File: src/sv/chb_pkg.sv
`timescale 1ns / 1ps
package chb_pkg;

  localparam int A_BINS     = 32;
  localparam int B_BINS     = 32;
  localparam int COUNT_BITS = 16;

  localparam int NUM_BINS = A_BINS * B_BINS;
  localparam int IDX_W    = $clog2(NUM_BINS);
  localparam int IA_W     = $clog2(A_BINS);
  localparam int IB_W     = $clog2(B_BINS);
  localparam int DQ_W     = (IA_W > IB_W) ? IA_W : IB_W;
  localparam int NUM_W    = 13 + DQ_W;

  localparam int VAL_W     = 12;
  localparam int CMD_W     = 3;
  localparam int REF_W     = 16;
  localparam int RES_W     = 26;
  localparam int KIND_W    = 2;
  localparam int CFG_IDX_W = 2;

  localparam int FIFO_DEPTH = 2;
  localparam int FPTR_W     = $clog2(FIFO_DEPTH);
  localparam int FCNT_W     = $clog2(FIFO_DEPTH + 1);

  localparam logic [CMD_W-1:0] CMD_ADD   = 3'd0;
  localparam logic [CMD_W-1:0] CMD_QUERY = 3'd1;
  localparam logic [CMD_W-1:0] CMD_CLEAR = 3'd2;
  localparam logic [CMD_W-1:0] CMD_TOTAL = 3'd3;
  localparam logic [CMD_W-1:0] CMD_CMP   = 3'd4;

  localparam logic [KIND_W-1:0] KIND_BIN   = 2'd0;
  localparam logic [KIND_W-1:0] KIND_TOTAL = 2'd1;
  localparam logic [KIND_W-1:0] KIND_COEF  = 2'd2;

  localparam logic [CFG_IDX_W-1:0] CFG_A_LOW  = 2'd0;
  localparam logic [CFG_IDX_W-1:0] CFG_A_HIGH = 2'd1;
  localparam logic [CFG_IDX_W-1:0] CFG_B_LOW  = 2'd2;
  localparam logic [CFG_IDX_W-1:0] CFG_B_HIGH = 2'd3;

  localparam logic [RES_W-1:0] MAX26   = '1;
  localparam logic [RES_W-1:0] Q16_ONE = 26'd65536;

  typedef struct packed {
    logic [CMD_W-1:0]        command;
    logic signed [VAL_W-1:0] a_value;
    logic signed [VAL_W-1:0] b_value;
    logic [REF_W-1:0]        reference_count;
    logic                    last_bin;
  } in_item_t;

  typedef struct packed {
    logic [KIND_W-1:0] result_kind;
    logic [RES_W-1:0]  result_value;
  } out_item_t;

  // classified request handed from front to back
  typedef struct packed {
    logic [CMD_W-1:0] command;
    logic             hit;
    logic [IDX_W-1:0] bin;
    logic [REF_W-1:0] ref_count;
    logic             last;
  } work_t;

endpackage

File: src/sv/chb_fifo.sv
`timescale 1ns / 1ps
module chb_fifo import chb_pkg::*; (
  input  logic  clk_i,
  input  logic  rst_ni,
  input  logic  push_i,
  input  work_t push_data_i,
  output logic  full_o,
  input  logic  pop_i,
  output work_t pop_data_o,
  output logic  empty_o
);

  work_t entry_q [FIFO_DEPTH];
  logic [FPTR_W-1:0] wr_q, rd_q;
  logic [FCNT_W-1:0] cnt_q;
  logic do_push, do_pop;

  assign full_o     = (cnt_q == FCNT_W'(FIFO_DEPTH));
  assign empty_o    = (cnt_q == '0);
  assign do_push    = push_i && !full_o;
  assign do_pop     = pop_i && !empty_o;
  assign pop_data_o = entry_q[rd_q];

  always_ff @(posedge clk_i or negedge rst_ni) begin
    if (!rst_ni) begin
      wr_q  <= '0;
      rd_q  <= '0;
      cnt_q <= '0;
    end else begin
      if (do_push) begin
        wr_q <= (wr_q == FPTR_W'(FIFO_DEPTH - 1)) ? '0 : wr_q + FPTR_W'(1);
      end
      if (do_pop) begin
        rd_q <= (rd_q == FPTR_W'(FIFO_DEPTH - 1)) ? '0 : rd_q + FPTR_W'(1);
      end
      if (do_push && !do_pop) begin
        cnt_q <= cnt_q + FCNT_W'(1);
      end else if (do_pop && !do_push) begin
        cnt_q <= cnt_q - FCNT_W'(1);
      end
    end
  end

  always_ff @(posedge clk_i) begin
    if (do_push) begin
      entry_q[wr_q] <= push_data_i;
    end
  end

endmodule

File: config.mk
export PLATFORM = sky130hd
export DESIGN_NAME = chb_fifo
export DESIGN_NICKNAME = d
export VERILOG_FILES = /design/src/sv/chb_pkg.sv /design/src/sv/chb_fifo.sv
export SDC_FILE = /design/constraint.sdc
export NUM_CORES = 1
export LEC_CHECK = 0
export ABC_AREA = 1
export BUFFER_PORTS_ARGS = -buffer_cell sky130_fd_sc_hd__buf_2
export CORE_AREA = 2 2 73 75
export DETAILED_ROUTE_END_ITERATION = 8
export DIE_AREA = 0 0 75 77
export PLACE_DENSITY_LB_ADDON = 0.2
export RECOVER_POWER = 25
export SLEW_MARGIN = 10
export SYNTH_ARGS = -nofsm -noshare
export SYNTH_HDL_FRONTEND = slang
export SYNTH_SLANG_ARGS = --single-unit
File: constraint.sdc
create_clock -name clk_i -period 2.7 [get_ports clk_i]
set_clock_uncertainty 0.05 [all_clocks]
set_input_delay 0.54 -clock clk_i [delete_from_list [all_inputs] [get_ports clk_i]]
set_output_delay 0.54 -clock clk_i [all_outputs]
set_load 0.1 [all_outputs]
==> results.py <==
metrics = {
    "setup_path": {
        "crit_fanout": 32,
        "setup.reg_to_reg.worst_slack_ns": 1.02,
        "setup.worst_path.start_class": "flop",
        "worstPathCellList": "inv_2 -> nand2_1 -> nand2_1 -> buf_2",
        "startpoint_of_the_lowest_slack_register_to_register_path": "cnt_q[0]$_DFFE_PN0P_",
        "worst_r2r_path_cells": 3,
        "timing.critical_path.to_type": "output port",
        "critical-path-max-stage-delay_ns": 0.43,
        "setup.worst_path.class": "flop to output port",
        "arrival_ns": 1.81,
        "reg2reg_to": "entry_q[1][29]$_DFFE_PP_",
        "critical_path_required_ns": 2.11,
        "critical_path.most_common_cell": "sky130_fd_sc_hd__nand2_1",
        "worst_path_max_delay_cell": "sky130_fd_sc_hd__inv_2",
    },
    "global_route": {
        "grt_start_max_net_pins": 33,
        "gr-total-overflow": 0,
        "antenna_found_initial": 0,
        "grt_first_pass_wirelength_um": 7327,
        "via_count_of_the_first_global_routing_pass": 1555,
        "grt_usage_pct": 17.70,
    },
    "floorplan": {
        "floorplan.initialDensity_pct": 50.08,
        "top_level_ports": 68,
        "placementRows": 26,
        "placeableCoreArea_sq_um": 4977,
        "die_x_um": 75,
        "dieArea_sq_um": 5775,
        "die_h_um": 77,
    },
    "logic_synthesis": {
        "post-synth-top-area-cell": "sky130_fd_sc_hd__edfxtp_1",
        "synth.top_cells.by_count": "sky130_fd_sc_hd__nand2_1 (102), sky130_fd_sc_hd__edfxtp_1 (62), sky130_fd_sc_hd__inv_1 (6)",
        "synth.lib_cells_used.distinct": 16,
        "ys.flop_type": "sky130_fd_sc_hd__edfxtp_1",
        "netlist_area_sq_um": 2492,
        "synth_async_sr_flop_share_pct": 6.061,
        "syn_nets": 230,
        "seq_area_frac_synth_pct": 78.71,
        "synth_enable_flop_cells": 62,
        "synthesis.yosys.warnings": 0,
        "post_synth_main_area_contributors": "sky130_fd_sc_hd__edfxtp_1 (75%), sky130_fd_sc_hd__nand2_1 (15%), sky130_fd_sc_hd__dfrtp_1 (4.0%)",
        "synth_top_area_share_pct": 74.70,
        "synth_area_per_cell_sq_um": 12.85,
        "netlist_instances": 194,
        "post-synth-top-count-cell": "sky130_fd_sc_hd__nand2_1",
        "synth-seq-cells": 66,
    },
    "clock_tree": {
        "tritoncts": "built",
        "cts_htree_levels": 3,
        "cts-buffers-inserted": 9,
        "post_cts_buffers": 0,
        "cts.repair.resized": 0,
        "clkSlewWorstSetupHoldPaths_ns": 0.07,
        "cts_buffer_depth": 2,
        "cts_root_buf": "sky130_fd_sc_hd__clkbuf_8",
        "numClockSinks": 66,
        "clk-insertion-delay-late_ns": 0.33,
    },
    "routing": {
        "drt.antenna.violating_nets": 0,
        "wl_per_cell_um": 13.41,
        "route.final.wire_length_um": 4627,
        "detail_route.drc_violations": 0,
        "via_per_instance_ratio": 4.617,
        "detailedRoute.firstPassIterationCount": 4,
        "drt_first_iter_violations": 138,
        "detailroute.via_count": 1593,
    },
    "min_path": {
        "min-delay-start": "push_data_i[13]",
        "hold_class": "input port to flop",
        "holdPathStages": 1,
        "hold_path_end": "entry_q[1][13]$_DFFE_PP_",
    },
    "final_layout": {
        "layout-drive-gt1-share_pct": 29.82,
        "final_nets": 306,
        "diodes": 0,
        "flow.area_growth_from_synthesis_pct": 26.66,
    },
    "sta": {
        "slew_violations": 0,
        "setup_viol": 0,
        "rsz0062_at_grt": "false",
        "finalCritPeriodShare_pct": 88.83,
        "maxSlewHeadroom_pct": 62.60,
        "worst-slew-pin-transition_ns": 0.5601,
        "finalHoldViolations": 0,
        "layout_min_cycle_time_ns": 2.398,
        "maxClockFrequency_mhz": 416.9,
        "setup-tns-final_ns": 0,
    },
    "placement": {
        "gp_congestion": 0.7710,
        "dp_hpwl_um": 2873,
        "numPortBuffers": 67,
    },
    "run_status": {
        "run_status": "complete, no violations",
    },
    "flow_run": {
        "max-cap-violations": 0,
    },
}
## cells in the final DEF, fill, tap and decap left out, drive strengths merged
cell type    count
clkinv           1
xnor2            1
nand3            1
nand3b           1
bufinv           3
ha               1
buf             63
inv              8
nand4            1
edfxtp          62
clkinvlp         1
dlygate4sd3      1
clkbuf          19
nor2             4
dfrtp            4
o21ai            2
nand2          102
## state kept, by name, indices dropped and copies added, names as in the netlist
signal	flops
rd_q	1
cnt_q	2
entry_q	62
wr_q	1
## repair_timing
item | 4_1_cts | 5_1_grt
endpoints found under the setup margin | 0 | 0
endpoints found under the hold margin | 4 | 0
hold buffers | 1 | 0
## cell type report
| cell class | instances | area (sq um) |
|---|---|---|
| sequential | 66 | 1962 |
| fill | 407 | 1821 |
| multi-input combinational | 113 | 465.4 |
| timing repair buffer | 72 | 377.9 |
| clock buffer | 11 | 131.4 |
| clock inverter | 5 | 102.6 |
| tap | 70 | 87.58 |
| inverter | 8 | 30.03 |
## per-stage QoR
step / cell area (sq um) / instances / worst slack (ns) / hold WS [ns] / util [%]
finish: 3157 / 345 / 0.3016 / 0.3380 / 63.42
detailed placement: 2923 / 328 / 0.6362 / 0.3032 / 58.72
global placement: 2923 / 328 / 0.6906 / 0.3035 / 58.72
CTS: 3167 / 345 / 0.2622 / 0.3245 / 63.62
floorplan: 2492 / 194 / 0.3011 / 0.1944 / -
global route: 3157 / 345 / 0.1818 / 0.3278 / 63.42
## worst max path at each step
| stage | start | to | depth (start not counted) |
|---|---|---|---|
| final | rd_q$_DFFE_PN0P_ | pop_data_o[23] | 4 |
| after global placement | rd_q$_DFFE_PN0P_ | pop_data_o[23] | 4 |
| after global routing | rd_q$_DFFE_PN0P_ | pop_data_o[23] | 4 |
| after CTS | rd_q$_DFFE_PN0P_ | pop_data_o[23] | 4 |
| after detailed placement | rd_q$_DFFE_PN0P_ | pop_data_o[23] | 4 |
| after floorplan | push_i | entry_q[1][0]$_DFFE_PP_ | 2 |
## metal layers
metal | wire, um | vias to the layer above | global-route usage (%)
li1 | - | 794 | -
met5 | 0 | - | 0
met1 | 1958 | 727 | 21.95
met2 | 2274 | 63 | 27.46
met3 | 306 | 9 | 5.125
met4 | 88 | 0 | 9.643
## cell families (layout without fill, tap and decap cells)
kind of cell / Yosys count / in the layout / synth area share [%]
fa+ha+maj: 1 / 1 / 0.5019
buf+inv: 15 / 96 / 2.912
simple gates: 109 / 109 / 17.12
xor+xnor: 1 / 1 / 0.3515
flops: 66 / 66 / 78.72
compound gates: 2 / 2 / 0.4016
## worst max-delay path: cells and delay by family, from the launching register on
kind	cells	cell delay (ns)
flip-flops	1	0.39
AND/OR/NAND/NOR	2	0.22
buffers and inverters	2	0.86
Power is not shown: default switching activity piles up to over one toggle a cycle in this logic, so the estimate is an artifact.
