--- config.mk ---
export PLATFORM = sky130hd
export DESIGN_NAME = chb_front
export DESIGN_NICKNAME = d
export VERILOG_FILES = /design/src/sv/chb_pkg.sv /design/src/sv/chb_front.sv
export SDC_FILE = /design/constraint.sdc
export NUM_CORES = 1
export LEC_CHECK = 0
export BUFFER_PORTS_ARGS = -buffer_cell sky130_fd_sc_hd__buf_4
export CAP_MARGIN = 20
export CORE_ASPECT_RATIO = 0.75
export CORE_MARGIN = 2
export CORE_UTILIZATION = 55
export DETAILED_ROUTE_END_ITERATION = 8
export HOLD_SLACK_MARGIN = 0.08
export PLACE_DENSITY = 0.75
export SLEW_MARGIN = 5
export SYNTH_ARGS = -nofsm -noshare
export SYNTH_HDL_FRONTEND = slang
export SYNTH_SLANG_ARGS = --single-unit
--- constraint.sdc ---
create_clock -name clk_i -period 4.15 [get_ports clk_i]
set_input_delay 0.2075 -clock clk_i [delete_from_list [all_inputs] [get_ports clk_i]]
set_output_delay 0.2075 -clock clk_i [all_outputs]
set_load 0.05 [all_outputs]
--- src/sv/chb_pkg.sv ---
`timescale 1ns / 1ps
package chb_pkg;

  localparam int A_BINS     = 32;
  localparam int B_BINS     = 32;
  localparam int COUNT_BITS = 16;

  localparam int NUM_BINS = A_BINS * B_BINS;
  localparam int IDX_W    = $clog2(NUM_BINS);
  localparam int IA_W     = $clog2(A_BINS);
  localparam int IB_W     = $clog2(B_BINS);
  localparam int DQ_W     = (IA_W > IB_W) ? IA_W : IB_W;
  localparam int NUM_W    = 13 + DQ_W;

  localparam int VAL_W     = 12;
  localparam int CMD_W     = 3;
  localparam int REF_W     = 16;
  localparam int RES_W     = 26;
  localparam int KIND_W    = 2;
  localparam int CFG_IDX_W = 2;

  localparam int FIFO_DEPTH = 2;
  localparam int FPTR_W     = $clog2(FIFO_DEPTH);
  localparam int FCNT_W     = $clog2(FIFO_DEPTH + 1);

  localparam logic [CMD_W-1:0] CMD_ADD   = 3'd0;
  localparam logic [CMD_W-1:0] CMD_QUERY = 3'd1;
  localparam logic [CMD_W-1:0] CMD_CLEAR = 3'd2;
  localparam logic [CMD_W-1:0] CMD_TOTAL = 3'd3;
  localparam logic [CMD_W-1:0] CMD_CMP   = 3'd4;

  localparam logic [KIND_W-1:0] KIND_BIN   = 2'd0;
  localparam logic [KIND_W-1:0] KIND_TOTAL = 2'd1;
  localparam logic [KIND_W-1:0] KIND_COEF  = 2'd2;

  localparam logic [CFG_IDX_W-1:0] CFG_A_LOW  = 2'd0;
  localparam logic [CFG_IDX_W-1:0] CFG_A_HIGH = 2'd1;
  localparam logic [CFG_IDX_W-1:0] CFG_B_LOW  = 2'd2;
  localparam logic [CFG_IDX_W-1:0] CFG_B_HIGH = 2'd3;

  localparam logic [RES_W-1:0] MAX26   = '1;
  localparam logic [RES_W-1:0] Q16_ONE = 26'd65536;

  typedef struct packed {
    logic [CMD_W-1:0]        command;
    logic signed [VAL_W-1:0] a_value;
    logic signed [VAL_W-1:0] b_value;
    logic [REF_W-1:0]        reference_count;
    logic                    last_bin;
  } in_item_t;

  typedef struct packed {
    logic [KIND_W-1:0] result_kind;
    logic [RES_W-1:0]  result_value;
  } out_item_t;

  // classified request handed from front to back
  typedef struct packed {
    logic [CMD_W-1:0] command;
    logic             hit;
    logic [IDX_W-1:0] bin;
    logic [REF_W-1:0] ref_count;
    logic             last;
  } work_t;

endpackage

--- src/sv/chb_front.sv ---
`timescale 1ns / 1ps
module chb_front import chb_pkg::*; (
  input  logic                 clk_i,
  input  logic                 rst_ni,
  input  logic                 cfg_we_i,
  input  logic [CFG_IDX_W-1:0] cfg_idx_i,
  input  logic [VAL_W-1:0]     cfg_wdata_i,
  input  logic                 in_valid_i,
  output logic                 in_ready_o,
  input  in_item_t             in_data_i,
  input  logic                 hold_i,
  output logic                 push_o,
  output work_t                push_data_o,
  input  logic                 full_i
);

  localparam int CW = $clog2(DQ_W + 1);

  localparam logic [1:0] F_IDLE  = 2'd0;
  localparam logic [1:0] F_DIV_A = 2'd1;
  localparam logic [1:0] F_DIV_B = 2'd2;
  localparam logic [1:0] F_PUSH  = 2'd3;

  logic [1:0] state_q, state_d;
  logic signed [VAL_W-1:0] a_low_q, a_high_q, b_low_q, b_high_q;
  work_t item_q, item_d;
  logic [NUM_W-1:0] rem_q, rem_d, dv_q, dv_d;
  logic [DQ_W-1:0] quo_q, quo_d, quo_nx;
  logic [CW-1:0] cnt_q, cnt_d;
  logic [IA_W-1:0] ia_q, ia_d;
  logic [VAL_W-1:0] bdiff_q, bdiff_d;

  logic signed [VAL_W:0] a_rng, b_rng, a_diff, b_diff;
  logic in_a, in_b, accept, ge;

  assign a_rng  = {a_high_q[VAL_W-1], a_high_q} - {a_low_q[VAL_W-1], a_low_q};
  assign b_rng  = {b_high_q[VAL_W-1], b_high_q} - {b_low_q[VAL_W-1], b_low_q};
  assign a_diff = {in_data_i.a_value[VAL_W-1], in_data_i.a_value}
                  - {a_low_q[VAL_W-1], a_low_q};
  assign b_diff = {in_data_i.b_value[VAL_W-1], in_data_i.b_value}
                  - {b_low_q[VAL_W-1], b_low_q};

  assign in_a = ($signed(in_data_i.a_value) >= $signed(a_low_q)) &&
                ($signed(in_data_i.a_value) <  $signed(a_high_q));
  assign in_b = ($signed(in_data_i.b_value) >= $signed(b_low_q)) &&
                ($signed(in_data_i.b_value) <  $signed(b_high_q));

  assign in_ready_o  = (state_q == F_IDLE) && !hold_i;
  assign accept      = in_valid_i && in_ready_o;
  assign push_o      = (state_q == F_PUSH) && !full_i;
  assign push_data_o = item_q;

  assign ge     = (rem_q >= dv_q);
  assign quo_nx = DQ_W'({quo_q, ge});

  always_comb begin
    state_d = state_q;
    item_d  = item_q;
    rem_d   = rem_q;
    dv_d    = dv_q;
    quo_d   = quo_q;
    cnt_d   = cnt_q;
    ia_d    = ia_q;
    bdiff_d = bdiff_q;
    case (state_q)
      F_IDLE: begin
        if (accept) begin
          item_d.command   = in_data_i.command;
          item_d.hit       = 1'b0;
          item_d.bin       = '0;
          item_d.ref_count = in_data_i.reference_count;
          item_d.last      = in_data_i.last_bin;
          case (in_data_i.command)
            CMD_ADD, CMD_QUERY: begin
              if (in_a && in_b) begin
                item_d.hit = 1'b1;
                rem_d   = NUM_W'(a_diff[VAL_W-1:0]) * NUM_W'(A_BINS);
                dv_d    = NUM_W'(a_rng) << (DQ_W - 1);
                bdiff_d = b_diff[VAL_W-1:0];
                quo_d   = '0;
                cnt_d   = CW'(DQ_W);
                state_d = F_DIV_A;
              end else begin
                state_d = F_PUSH;
              end
            end
            CMD_CLEAR, CMD_TOTAL, CMD_CMP: state_d = F_PUSH;
            default: state_d = F_IDLE;
          endcase
        end
      end
      F_DIV_A: begin
        rem_d = ge ? rem_q - dv_q : rem_q;
        dv_d  = dv_q >> 1;
        quo_d = quo_nx;
        cnt_d = cnt_q - CW'(1);
        if (cnt_q == CW'(1)) begin
          ia_d    = IA_W'(quo_nx);
          rem_d   = NUM_W'(bdiff_q) * NUM_W'(B_BINS);
          dv_d    = NUM_W'(b_rng) << (DQ_W - 1);
          quo_d   = '0;
          cnt_d   = CW'(DQ_W);
          state_d = F_DIV_B;
        end
      end
      F_DIV_B: begin
        rem_d = ge ? rem_q - dv_q : rem_q;
        dv_d  = dv_q >> 1;
        quo_d = quo_nx;
        cnt_d = cnt_q - CW'(1);
        if (cnt_q == CW'(1)) begin
          item_d.bin = IDX_W'(IDX_W'(ia_q) * IDX_W'(B_BINS) + IDX_W'(quo_nx));
          state_d    = F_PUSH;
        end
      end
      F_PUSH: begin
        if (!full_i) begin
          state_d = F_IDLE;
        end
      end
      default: state_d = F_IDLE;
    endcase
  end

  always_ff @(posedge clk_i or negedge rst_ni) begin
    if (!rst_ni) begin
      state_q  <= F_IDLE;
      a_low_q  <= -12'sd2048;
      a_high_q <= 12'sd2047;
      b_low_q  <= -12'sd2048;
      b_high_q <= 12'sd2047;
    end else begin
      state_q <= state_d;
      if (cfg_we_i) begin
        case (cfg_idx_i)
          CFG_A_LOW:  a_low_q  <= cfg_wdata_i;
          CFG_A_HIGH: a_high_q <= cfg_wdata_i;
          CFG_B_LOW:  b_low_q  <= cfg_wdata_i;
          CFG_B_HIGH: b_high_q <= cfg_wdata_i;
          default: ;
        endcase
      end
    end
  end

  always_ff @(posedge clk_i) begin
    item_q  <= item_d;
    rem_q   <= rem_d;
    dv_q    <= dv_d;
    quo_q   <= quo_d;
    cnt_q   <= cnt_d;
    ia_q    <= ia_d;
    bdiff_q <= bdiff_d;
  end

endmodule

==> impl_metrics.json <==
{
  "status": "finished, final reports clean",
  "synth_cells": 897,
  "cts_root_buf": "clkbuf_16",
  "syn_avg_cell_area_um2": 10.41,
  "final.setup.tns_ns": 0,
  "synth_nets": 1061,
  "core_region_area_um2": 16720,
  "n_antenna_cell": 0,
  "setup.worst_path.start_class": "flip-flop",
  "synth-main-ff-cell": "edfxtp_1",
  "track_usage_pct": 25.42,
  "slew_headroom_pct": 35.47,
  "wirelength_um": 22480,
  "grt_pass1_vias": 6815,
  "grt_pass1_wl_um": 35720,
  "fin_area_um2": 11220,
  "clk_pin_slew_ns": 0.06,
  "port-buffer-count": 96,
  "num_vias": 7190,
  "power_density_nw_per_um2": 752.8,
  "finalMaxSlewViolations": 0,
  "viasPerCell": 5.702,
  "fin_nets": 1197,
  "antenna_found_initial": 0,
  "synth.area.top_cells": "edfxtp_1 29%, ha_1 13%, dfrtp_1 7.0%",
  "dieArea_um2": 18050,
  "ant_nets": 0,
  "dp_hpwl_um": 16610,
  "postPlaceCellArea_um2": 10330,
  "ff_latch_area_um2": 4014,
  "worst_ep_required_time_ns": 4.22,
  "critPathKind": "flip-flop to flip-flop",
  "cts.htree.levels": 4,
  "slowest_delay_ns": 0.54,
  "critPathSlowestCell": "dfstp_2",
  "die_y_um": 116.9,
  "synth_warnings": 0,
  "end_kind": "flip-flop",
  "peakVddDrop_mv": 0.3861,
  "drt_first_pass_iters": 5,
  "synthArstFlopShare_pct": 35.46,
  "grt_max_degree": 51,
  "syn2layout_area_growth_pct": 20.19,
  "multi_input_area_um2": 4903,
  "cts_buffer_depth": 2,
  "finalClockSkew_ns": 0.008366,
  "r2r-start": "b_high_q[10]",
  "clkSinkCount": 141,
  "cts_tree": "yes",
  "grt_overflow_total": 0,
  "synth_edf_count": 91,
  "rsz0062_at_grt": "no",
  "max_freq_mhz": 280.3,
  "yosys.area.top_type_share_pct": 29.26,
  "netlist.top_cell.by_area": "edfxtp_1",
  "ys_ff_latch": 141,
  "yosysMostFrequentCell": "inv_1",
  "drc": 0,
  "hold_path_class": "input port to flip-flop",
  "std_cell_rows": 41,
  "maxCapViolations": 0,
  "ys_seq_area_share_pct": 42.98,
  "layout_min_cycle_time_ns": 3.567,
  "holdWs_ns": 0.2612,
  "drt_first_iter_violations": 485,
  "hp-start": "full_i",
  "fin_crit_sh_pct": 85.96,
  "path_cells": "inv_1, ha_1, and4_1, nand2_1, o221ai_1, or4_1, a221oi_1, o311a_1, o2bb2ai_4, buf_4",
  "start_util_pct": 55.84,
  "wl_per_cell_um": 17.82,
  "p_leak_nw": 4.918,
  "cts_resized": 0,
  "n_fill_cell": 1301,
  "pin_count": 97,
  "place_congestion": 0.9430,
  "cp.arrival_ns": 3.63,
  "setup_viol": 0,
  "synthDistinctLibCells": 77,
  "drive_above_1_share_pct": 21.22,
  "post-cts-setup-buffers": 0,
  "die_w_um": 154.5,
  "cts_buffers": 17,
  "critPathLaunch": "b_high_q[10]",
  "worst_slew_pin_slew_ns": 0.9680,
  "synth_common_cells": "97 x inv_1, 95 x ha_1, 91 x edfxtp_1, 55 x nand2_1, 52 x nor2_1",
  "hold_viol": 0,
  "path_max_fanout": 43,
  "clock_latency_ns": 0.43,
  "syn_area_um2": 9339
}
-- worst max-delay path, delay by kind of cell, from the launching register on --
kind | cells | cell delay [ns]
AOI/OAI and AO/OA | 4 | 1.00
buffers and inverters | 2 | 0.52
and+or+nand+nor | 3 | 0.84
adders and majority gates | 1 | 0.28
DFF | 1 | 0.54
-- path summary, 6_finish.rpt --
check                      slack, ns  cells past startpoint         end
max in group asynchronous       3.34                      2  a_low_q[1]
min in group asynchronous       0.34                      2  state_q[0]
hold reg to reg                 0.46                      0     ia_q[4]
setup reg to reg                0.58                     10     dv_q[6]
hold / removal                  0.26                      4  state_q[0]
setup / recovery                0.58                     10     dv_q[6]
-- state kept, by name (all words and copies together), names as in the netlist --
register,cells
ia_q,5
cnt_q,3
push_data_o,31
rem_q,18
bdiff_q,12
quo_q,4
state_q,2
b_low_q,12
a_high_q,12
b_high_q,12
a_low_q,12
dv_q,18
-- power by group --
part / switching, mW / total [mW] / leakage [nW] / internal [mW]
combinational: 2.77 / 4.59 / 3.21 / 1.82
clock: 0.654 / 1.49 / 0.266 / 0.836
sequential: 0.202 / 2.37 / 1.45 / 2.17
-- repair_timing --
| action | in CTS | in global routing |
|---|---|---|
| endpoints found under the hold margin | 94 | 0 |
| hold buffers | 33 | 0 |
| setup endpoints to repair | 0 | 0 |
-- logic make-up after synthesis --
family / Yosys count / synth area share, %
AO/OA/AOI/OAI: 214 / 15.92
XOR/XNOR: 39 / 3.658
adder cells (fa/ha/maj): 100 / 13.80
buffers and inverters: 117 / 4.770
flip-flops: 141 / 42.98
multiplexers: 51 / 5.962
AND/OR/NAND/NOR: 235 / 12.92
-- final cells by class --
| cell class | count | share of cell area (%) |
|---|---|---|
| Clock inverter | 14 | 1.193 |
| Sequential cell | 141 | 35.76 |
| Multi-Input combinational cell | 639 | 43.69 |
| Clock buffer | 18 | 3.823 |
| Tap cell | 215 | 2.397 |
| Timing Repair Buffer | 137 | 9.899 |
| Inverter | 97 | 3.244 |
-- layer usage --
metal	vias up	track usage, %	wire length (um)
met5	-	0	0
met4	0	6.296	239
li1	3567	-	-
met1	3375	37.78	11150
met2	228	38.33	9642
met3	20	5.302	1443
-- placed cells by master, fill, tap and decap left out, types with 7 or more instances in the layout --
cell type and n:
nor3_1 14, or2_2 10, dlygate4sd3_1 33, mux2i_1 14
o221ai_1 10, a31oi_1 7, nand2b_1 13, o21a_1 12
edfxtp_1 91, clkbuf_16 17, nor2b_1 11, and3_1 7
nor2_1 52, a21oi_1 42, ha_1 95, nand2_1 55
buf_4 104, a211oi_1 7, xor2_1 18, o21ai_0 44
mux2_2 37, nand3_1 24, inv_1 97, dfstp_2 24
and2_1 15, dfrtp_1 26, xnor2_1 21, a21o_1 22
o211ai_1 14
-- metrics by stage --
| stage | util, % | setup WS [ns] | power [mW] | instances |
|---|---|---|---|---|
| 2_1_floorplan | - | 0.4512 | 5.814 | 897 |
| 3_3_place_gp | 61.78 | 0.7710 | 6.798 | 1196 |
| 3_5_place_dp | 61.78 | 0.6874 | 6.881 | 1196 |
| 4_1_cts | 67.12 | 0.6116 | 8.436 | 1261 |
| 5_1_grt | 67.12 | 0.4444 | 9.060 | 1261 |
| 6_report | 67.12 | 0.5828 | 8.450 | 1261 |
Power figures use the tool's default switching activity.
